==> src/sv/handheld_bus_address_decoder_top_macros.svh <==
// Assertion macros for the handheld bus address decoder.
// Used by handheld_bus_address_decoder_top; expects aclk and aresetn in scope.
`ifndef HANDHELD_BUS_ADDRESS_DECODER_TOP_MACROS_SVH
`define HANDHELD_BUS_ADDRESS_DECODER_TOP_MACROS_SVH

// Same-cycle implication, checked outside reset.
`define HBAD_ASSERT_IMPLY(label, ante, cons) \
    label: assert property (@(posedge aclk) disable iff (!aresetn) (ante) |-> (cons)) \
        else $error("decoder check failed");

// Next-cycle implication, checked outside reset.
`define HBAD_ASSERT_NEXT(label, ante, cons) \
    label: assert property (@(posedge aclk) disable iff (!aresetn) (ante) |=> (cons)) \
        else $error("decoder check failed");

`endif

==> src/sv/hbad_pkg.sv <==
// Package for the handheld bus address decoder: memory sizes, region and
// target codes, address bounds and the result record. No dependencies.
package hbad_pkg;

    localparam int EWRAM_BYTES       = 262144;
    localparam int IWRAM_BYTES       = 32768;
    localparam int SRAM_BYTES        = 65536;
    localparam int PALETTE_BYTES     = 1024;
    localparam int OAM_BYTES         = 1024;
    localparam int VRAM_MIRROR_BYTES = 131072;

    localparam int OFF_W   = 25;
    localparam int TDATA_W = 104;

    localparam logic [OFF_W-1:0] EWRAM_MASK   = OFF_W'(EWRAM_BYTES - 1);
    localparam logic [OFF_W-1:0] IWRAM_MASK   = OFF_W'(IWRAM_BYTES - 1);
    localparam logic [OFF_W-1:0] SRAM_MASK    = OFF_W'(SRAM_BYTES - 1);
    localparam logic [OFF_W-1:0] PALETTE_MASK = OFF_W'(PALETTE_BYTES - 1);
    localparam logic [OFF_W-1:0] OAM_MASK     = OFF_W'(OAM_BYTES - 1);
    localparam logic [OFF_W-1:0] VRAM_MASK    = OFF_W'(VRAM_MIRROR_BYTES - 1);
    localparam logic [OFF_W-1:0] IO_MASK      = 25'h0FF_FFFF;

    localparam logic [OFF_W-1:0] VRAM_FOLD_START = 25'h0_18000;
    localparam logic [OFF_W-1:0] VRAM_FOLD_SIZE  = 25'h0_08000;

    localparam logic [31:0] BIOS_LIMIT     = 32'h0000_3FFF;
    localparam logic [31:0] VRAM_BASE      = 32'h0600_0000;
    localparam logic [31:0] VRAM_HOLE_LO   = 32'h0601_8000;
    localparam logic [31:0] VRAM_HOLE_HI   = 32'h0601_BFFF;
    localparam logic [31:0] OBJ_BITMAP_LO  = 32'h0601_4000;
    localparam logic [31:0] OBJ_LO         = 32'h0601_0000;
    localparam logic [31:0] OBJ_HI         = 32'h0601_7FFF;
    localparam logic [31:0] BG_BITMAP_HI   = 32'h0601_3FFF;
    localparam logic [31:0] BG_HI          = 32'h0600_FFFF;

    localparam logic [7:0] REGION_BIOS   = 8'h00;
    localparam logic [7:0] REGION_EWRAM  = 8'h02;
    localparam logic [7:0] REGION_IWRAM  = 8'h03;
    localparam logic [7:0] REGION_IO     = 8'h04;
    localparam logic [7:0] REGION_PAL    = 8'h05;
    localparam logic [7:0] REGION_VRAM   = 8'h06;
    localparam logic [7:0] REGION_OAM    = 8'h07;
    localparam logic [7:0] REGION_CART0A = 8'h08;
    localparam logic [7:0] REGION_CART0B = 8'h09;
    localparam logic [7:0] REGION_CART1A = 8'h0A;
    localparam logic [7:0] REGION_CART1B = 8'h0B;
    localparam logic [7:0] REGION_CART2A = 8'h0C;
    localparam logic [7:0] REGION_CART2B = 8'h0D;
    localparam logic [7:0] REGION_SRAMA  = 8'h0E;
    localparam logic [7:0] REGION_SRAMB  = 8'h0F;

    localparam logic [2:0] BYTE_SIZE = 3'd1;
    localparam logic [2:0] HALF_SIZE = 3'd2;

    typedef enum logic [1:0] {
        CMD_READ  = 2'd0,
        CMD_WRITE = 2'd1,
        CMD_DATA  = 2'd2
    } cmd_t;

    typedef enum logic [3:0] {
        TGT_NONE  = 4'd0,
        TGT_BIOS  = 4'd1,
        TGT_EWRAM = 4'd2,
        TGT_IWRAM = 4'd3,
        TGT_IO    = 4'd4,
        TGT_PAL   = 4'd5,
        TGT_VRAM  = 4'd6,
        TGT_OAM   = 4'd7,
        TGT_CART  = 4'd8,
        TGT_SRAM  = 4'd9
    } tgt_t;

    // Declared high field first so that target lands in the lowest bits.
    typedef struct packed {
        logic [31:0]      return_data;
        logic             access_dropped;
        logic             bios_privileged;
        logic [31:0]      out_data;
        logic [2:0]       out_bytes;
        logic [OFF_W-1:0] local_offset;
        tgt_t             target;
    } res_t;

    localparam int RES_PAD = TDATA_W - $bits(res_t);

endpackage

==> src/sv/handheld_bus_address_decoder_top.sv <==
// Handheld bus address decoder: input register, one level of decode logic,
// result register. Depends on hbad_pkg and the assertion macro header.
// The result register loads from the input register when the output can take it,
// and m_tvalid rises with it. One request per cycle while m_tready is high.
// Reset (aresetn low, synchronous) empties both stages and clears the
// open-bus latch and its pending flag.
`include "handheld_bus_address_decoder_top_macros.svh"

module handheld_bus_address_decoder_top
    import hbad_pkg::*;
(
    input  logic               aclk,
    input  logic               aresetn,
    input  logic               s_tvalid,
    output logic               s_tready,
    // command
    input  logic [1:0]         s_tuser,
    // address, access_bytes, write_data, prefetch, bg_mode, pc_in_bios, read_data
    input  logic [TDATA_W-1:0] s_tdata,
    output logic               m_tvalid,
    input  logic               m_tready,
    // target, local_offset, out_bytes, out_data, bios_privileged, access_dropped,
    // return_data, zero fill
    output logic [TDATA_W-1:0] m_tdata
);

    logic             s1_valid_reg;
    cmd_t             s1_cmd_reg;
    logic [31:0]      s1_addr_reg;
    logic [2:0]       s1_bytes_reg;
    logic [31:0]      s1_wdata_reg;
    logic             s1_prefetch_reg;
    logic [2:0]       s1_mode_reg;
    logic             s1_priv_reg;
    logic [31:0]      s1_rdata_reg;

    logic             m_valid_reg;
    res_t             m_res_reg;
    res_t             res_next;

    logic [31:0]      latch_reg;
    logic [31:0]      latch_next;
    logic             pending_reg;
    logic             pending_next;

    logic             m_adv;
    logic             s1_adv;

    logic [7:0]       region;
    tgt_t             dec_tgt;
    logic [OFF_W-1:0] dec_off;
    logic [OFF_W-1:0] vram_rel;
    logic [OFF_W-1:0] vram_off;
    logic             bitmap;
    logic             hole;
    logic             byte_acc;
    logic             keep;
    logic             widen;
    logic [63:0]      rot_wide;

    assign m_adv    = !m_valid_reg || m_tready;
    assign s1_adv   = s1_valid_reg && m_adv;
    assign s_tready = !s1_valid_reg || m_adv;

    assign m_tvalid = m_valid_reg;
    assign m_tdata  = {RES_PAD'(0), m_res_reg};

    always_ff @(posedge aclk) begin
        if (!aresetn) begin
            s1_valid_reg <= 1'b0;
            m_valid_reg  <= 1'b0;
            latch_reg    <= '0;
            pending_reg  <= 1'b0;
        end else begin
            if (s_tready) begin
                s1_valid_reg <= s_tvalid;
            end
            if (m_adv) begin
                m_valid_reg <= s1_valid_reg;
            end
            if (s1_adv) begin
                latch_reg   <= latch_next;
                pending_reg <= pending_next;
            end
        end
    end

    always_ff @(posedge aclk) begin
        if (s_tvalid && s_tready) begin
            s1_cmd_reg      <= cmd_t'(s_tuser);
            s1_addr_reg     <= s_tdata[31:0];
            s1_bytes_reg    <= s_tdata[34:32];
            s1_wdata_reg    <= s_tdata[66:35];
            s1_prefetch_reg <= s_tdata[67];
            s1_mode_reg     <= s_tdata[70:68];
            s1_priv_reg     <= s_tdata[71];
            s1_rdata_reg    <= s_tdata[103:72];
        end
        if (s1_adv) begin
            m_res_reg <= res_next;
        end
    end

    assign region   = s1_addr_reg[31:24];
    assign bitmap   = (s1_mode_reg >= 3'd3) && (s1_mode_reg <= 3'd5);
    assign hole     = (s1_addr_reg >= VRAM_HOLE_LO) && (s1_addr_reg <= VRAM_HOLE_HI);
    assign byte_acc = (s1_bytes_reg == BYTE_SIZE);
    assign rot_wide = {latch_reg, latch_reg} >> {s1_addr_reg[1:0], 3'b000};

    // VRAM mirrors every mirror-size window; the top 32K of each window
    // folds back onto the 32K below it.
    assign vram_rel = OFF_W'(s1_addr_reg - VRAM_BASE) & VRAM_MASK;
    assign vram_off = (vram_rel >= VRAM_FOLD_START) ? (vram_rel - VRAM_FOLD_SIZE) : vram_rel;

    always_comb begin
        dec_tgt = TGT_NONE;
        dec_off = '0;
        unique case (region)
            REGION_EWRAM: begin
                dec_tgt = TGT_EWRAM;
                dec_off = s1_addr_reg[OFF_W-1:0] & EWRAM_MASK;
            end
            REGION_IWRAM: begin
                dec_tgt = TGT_IWRAM;
                dec_off = s1_addr_reg[OFF_W-1:0] & IWRAM_MASK;
            end
            REGION_IO: begin
                dec_tgt = TGT_IO;
                dec_off = s1_addr_reg[OFF_W-1:0] & IO_MASK;
            end
            REGION_PAL: begin
                dec_tgt = TGT_PAL;
                dec_off = s1_addr_reg[OFF_W-1:0] & PALETTE_MASK;
            end
            REGION_VRAM: begin
                dec_tgt = TGT_VRAM;
                dec_off = vram_off;
            end
            REGION_OAM: begin
                dec_tgt = TGT_OAM;
                dec_off = s1_addr_reg[OFF_W-1:0] & OAM_MASK;
            end
            // Each cartridge window spans two regions, so the offset keeps
            // the low region bit above the 24-bit address.
            REGION_CART0A, REGION_CART0B, REGION_CART1A, REGION_CART1B,
            REGION_CART2A, REGION_CART2B: begin
                dec_tgt = TGT_CART;
                dec_off = s1_addr_reg[OFF_W-1:0];
            end
            REGION_SRAMA, REGION_SRAMB: begin
                dec_tgt = TGT_SRAM;
                dec_off = s1_addr_reg[OFF_W-1:0] & SRAM_MASK;
            end
            default: begin
                dec_tgt = TGT_NONE;
                dec_off = '0;
            end
        endcase
    end

    always_comb begin
        res_next     = '0;
        latch_next   = latch_reg;
        pending_next = pending_reg;
        keep         = 1'b0;
        widen        = 1'b0;
        unique case (s1_cmd_reg)
            CMD_READ: begin
                if (region == REGION_BIOS) begin
                    if (s1_addr_reg <= BIOS_LIMIT) begin
                        res_next.target          = TGT_BIOS;
                        res_next.local_offset    = s1_addr_reg[OFF_W-1:0];
                        res_next.bios_privileged = s1_priv_reg;
                    end
                end else if (!(bitmap && hole)) begin
                    res_next.target       = dec_tgt;
                    res_next.local_offset = dec_off;
                end
                if (res_next.target != TGT_NONE) begin
                    res_next.out_bytes = s1_bytes_reg;
                    pending_next       = s1_prefetch_reg;
                end else begin
                    // Unrouted read: answer now, from open bus unless it is the hole.
                    pending_next            = 1'b0;
                    res_next.local_offset   = '0;
                    res_next.access_dropped = 1'b1;
                    if (!(bitmap && hole)) begin
                        res_next.return_data = rot_wide[31:0];
                    end
                end
            end
            CMD_WRITE: begin
                keep = (dec_tgt != TGT_NONE) && (dec_tgt != TGT_CART)
                    && !(dec_tgt == TGT_OAM && byte_acc);
                if (dec_tgt == TGT_PAL && byte_acc) begin
                    widen = 1'b1;
                end
                if (dec_tgt == TGT_VRAM) begin
                    if (bitmap) begin
                        if (hole) begin
                            keep = 1'b0;
                        end else if (byte_acc && s1_addr_reg >= OBJ_BITMAP_LO
                                     && s1_addr_reg <= OBJ_HI) begin
                            keep = 1'b0;
                        end else if (byte_acc && s1_addr_reg >= VRAM_BASE
                                     && s1_addr_reg <= BG_BITMAP_HI) begin
                            widen = 1'b1;
                        end
                    end else begin
                        if (byte_acc && s1_addr_reg >= OBJ_LO && s1_addr_reg <= OBJ_HI) begin
                            keep = 1'b0;
                        end else if (byte_acc && s1_addr_reg >= VRAM_BASE
                                     && s1_addr_reg <= BG_HI) begin
                            widen = 1'b1;
                        end
                    end
                end
                if (keep) begin
                    res_next.target = dec_tgt;
                    if (widen) begin
                        res_next.local_offset = {dec_off[OFF_W-1:1], 1'b0};
                        res_next.out_data     = {16'd0, s1_wdata_reg[7:0], s1_wdata_reg[7:0]};
                        res_next.out_bytes    = HALF_SIZE;
                    end else begin
                        res_next.local_offset = dec_off;
                        res_next.out_data     = s1_wdata_reg;
                        res_next.out_bytes    = s1_bytes_reg;
                    end
                end else begin
                    res_next.access_dropped = 1'b1;
                end
            end
            CMD_DATA: begin
                if (pending_reg) begin
                    latch_next   = s1_rdata_reg;
                    pending_next = 1'b0;
                end
            end
            default: begin
                latch_next   = latch_reg;
                pending_next = pending_reg;
            end
        endcase
    end

    `HBAD_ASSERT_IMPLY(a_full_pipe_stalls_input,
        s1_valid_reg && m_valid_reg && !m_tready, !s_tready)
    `HBAD_ASSERT_IMPLY(a_unrouted_result_empty,
        m_valid_reg && m_res_reg.target == TGT_NONE,
        m_res_reg.out_bytes == 3'd0 && m_res_reg.local_offset == '0
            && m_res_reg.out_data == '0)
    `HBAD_ASSERT_NEXT(a_data_clears_pending, s1_adv && s1_cmd_reg == CMD_DATA, !pending_reg)
    `HBAD_ASSERT_NEXT(a_latch_only_on_data, s1_adv && s1_cmd_reg != CMD_DATA, $stable(latch_reg))

endmodule
==> config.mk <==
export PLATFORM = sky130hd
export DESIGN_NAME = handheld_bus_address_decoder_top
export DESIGN_NICKNAME = d
export VERILOG_FILES = /design/src/sv/hbad_pkg.sv /design/src/sv/handheld_bus_address_decoder_top.sv
export VERILOG_INCLUDE_DIRS = /design/src /design/src/sv
export SDC_FILE = /design/constraint.sdc
export NUM_CORES = 1
export LEC_CHECK = 0
export ABC_AREA = 0
export BUFFER_PORTS_ARGS = -buffer_cell sky130_fd_sc_hd__buf_2
export CAP_MARGIN = 20
export CORE_MARGIN = 8
export CORE_UTILIZATION = 40
export CTS_CLUSTER_DIAMETER = 50
export DETAILED_ROUTE_END_ITERATION = 10
export HOLD_SLACK_MARGIN = 0.08
export PLACE_DENSITY = 0.7
export SYNTH_ARGS = -nofsm -noshare
export SYNTH_HDL_FRONTEND = slang
export SYNTH_SLANG_ARGS = --single-unit
==> constraint.sdc <==
create_clock -name aclk -period 7.8 [get_ports aclk]
set_clock_uncertainty 0.1 [all_clocks]
set_input_delay 0.78 -clock aclk [delete_from_list [all_inputs] [get_ports aclk]]
set_output_delay 0.78 -clock aclk [all_outputs]
set_load 0.005 [all_outputs]
==> metrics.csv <==
metric,value,unit
hold_path_end,s1_bytes_reg[1],
arrival,3.34,ns
clock_latency,0.53,ns
nets,1007,
synth_mux_area_share,7.19,%
hold_depth,1,
power_leakage,4.44,nW
yosys-top-cells-area,"edfxtp_1 61%, mux4_2 7.2%, dfxtp_1 7.0%",
ys_types,70,
ctsHoldBuffers,0,
synthFlopType,edfxtp_1,
layout-drive-gt1-share,34.1,%
syn_inst,686,
wl_per_cell,19.1,microns
worstSetupStartpointType,register,
clk_pin_slew,0.06,ns
critPathTopFamily,simple AND/OR/NAND/NOR gates,
end_kind,register,
critical_path.slowest_cell,edfxtp_1,
yosys.area_share.simple,11.3,%
largest_reg_flops,98,
ir_drop,179,uV
r2r-start,s1_addr_reg[16],
rows,58,
place_hpwl,17100,microns
drc,0,
synth_top_area_share,61.1,%
cts_resized,0,
antenna_found_initial,3,
rr_endpoint,m_tdata[1],
hold_class,in2reg,
rr_worst_depth,6,
synth_compound_area_share,9.22,%
synth_area_per_cell,14.6,sq um
r2r_slack,4.59,ns
ys_warn_count,0,
num_vias,6347,
fmax,312,MHz
post_cts_buffers,0,
fin_util,49.3,%
power,0.00285,W
rsz0062_at_grt,no,
grt-ovfl-total,0,
p_per_area,233,nW/um^2
finalCritPeriodShare,41.1,%
ant_nets,0,
core_region_area,24900,sq um
crit_type,reg2reg,
cts_tree,yes,
max-slew-margin-rel,47.7,%
synthXorXnorAreaFrac,0,%
worstHoldStart,s_tdata[33],
start_util,40.3,%
crit_chain,ha_1 > nor4b_1 > nand4_1 > a2111o_1 > nand3_4 > a2111oi_0,
cts-root-buf,clkbuf_16,
track_usage,15.0,%
htree_levels,1,
max_stage_delay,0.68,ns
detail_route.vias_per_cell,5.09,
cp_max_fo,55,
die_w,174,microns
outcome,"complete, no violations",
synth_common_cells,"204 x edfxtp_1, 77 x nand2_1, 40 x a21boi_0",
finalHoldViolCount,0,
yosys.area.top_type,edfxtp_1,
ys_ff_latch,239,
drt-total-wl,23900,microns
numClockSinks,239,
yosysMostFrequentCell,edfxtp_1,
maxSlewViolCount,0,
dieArea,30400,sq um
cts_inserted_buffers,28,
setup_viol,0,
synth_area,10000,sq um
fin_setup_tns,0,ns
grt_pass1_vias,6294,
synth_top_family_by_area,simple AND/OR/NAND/NOR gates,
synth_edf_count,204,
first_iter_violations,737,
grt_pass1_wl,36300,microns
cts_buffer_depth,3,
synth_fa_ha_area_share,0.474,%
grt_max_degree,86,
cp.buffers_inverters,0,
io_buffers,209,
cp.required,7.93,ns
tightestPinTransition,0.782,ns
layout_min_cycle_time,3.21,ns
yosysSeqAreaShare,68.1,%
synth-async-reset-ratio,0,%
pin_count,216,
drv_cap,0,
first_pass_iters,4,
die_h,174,microns
area_growth,22.3,%
place_congestion,0.865,
-- power breakdown --
group	internal, W	total, W	leakage, nW	switching (W)
clock	0.000740	0.00124	0.438	0.000503
sequential	0.00145	0.00147	2.22	0.0000273
combinational	0.0000581	0.000138	1.78	0.0000797
-- worst max path at each step --
stage,startpoint,endpoint,cells after the start
2_1_floorplan,m_tready,m_tdata[0],2
3_3_place_gp,s1_addr_reg[16],m_tdata[29],5
3_5_place_dp,s1_addr_reg[16],m_tdata[1],6
4_1_cts,s1_addr_reg[16],m_tdata[1],6
5_1_grt,s1_addr_reg[15],m_tdata[1],7
6_report,s1_addr_reg[16],m_tdata[1],6
-- cell families after synthesis --
group                    count (synthesis)
buffers and inverters                   76
adder cells (fa/ha/maj)                  4
other                                    1
AND/OR/NAND/NOR                        210
AO/OA/AOI/OAI                          124
flip-flops                             239
multiplexers                            32
-- per-stage QoR --
step / hold WS, ns / setup slack (ns) / instances / instance area (sq um)
global route: 0.295 / 4.33 / 1247 / 12300
CTS: 0.300 / 4.60 / 1244 / 12200
detailed placement: 0.375 / 4.64 / 1192 / 11300
global placement: 0.363 / 4.64 / 1192 / 11300
finish: 0.321 / 4.59 / 1247 / 12300
floorplan: 0.355 / 1.90 / 691 / 10000
-- metal layers --
metal  routed length [microns]  vias to the layer above  global-route usage [%]
li1                          -                     3005                       -
met1                     10900                     3069                    21.0
met2                     10800                      231                    23.1
met3                      1770                       38                    3.51
met4                       386                        4                    3.99
met5                        18                        -                       0
-- cell type report --
| type | count | area [sq um] |
|---|---|---|
| Timing Repair Buffer | 217 | 1150 |
| Inverter | 32 | 120 |
| Clock inverter | 14 | 119 |
| Tap cell | 330 | 413 |
| Sequential cell | 239 | 6830 |
| Antenna cell | 1 | 2.50 |
| Clock buffer | 38 | 781 |
| Fill cell | 2186 | 12600 |
| Multi-Input combinational cell | 376 | 2850 |
-- cells in the final DEF, fill, tap and decap left out, types with 3 or more instances in the layout --
cell	instances
nor2_1	21
a21boi_2	8
conb_1	6
buf_2	209
nor4_1	5
clkinv_4	3
and3_1	3
nand3_1	11
nor3b_1	4
buf_4	6
inv_4	3
nand2b_1	5
nand4_1	6
a21boi_0	40
nor3_1	19
edfxtp_1	204
nand3b_1	4
dfxtp_1	35
inv_1	32
clkinv_1	5
nor2b_1	34
nand2_1	77
o21ai_0	14
mux4_2	32
ha_1	3
clkbuf_16	30
clkbuf_1	8
a21oi_1	27
nor4_4	3
Power figures use the tool's default switching activity.
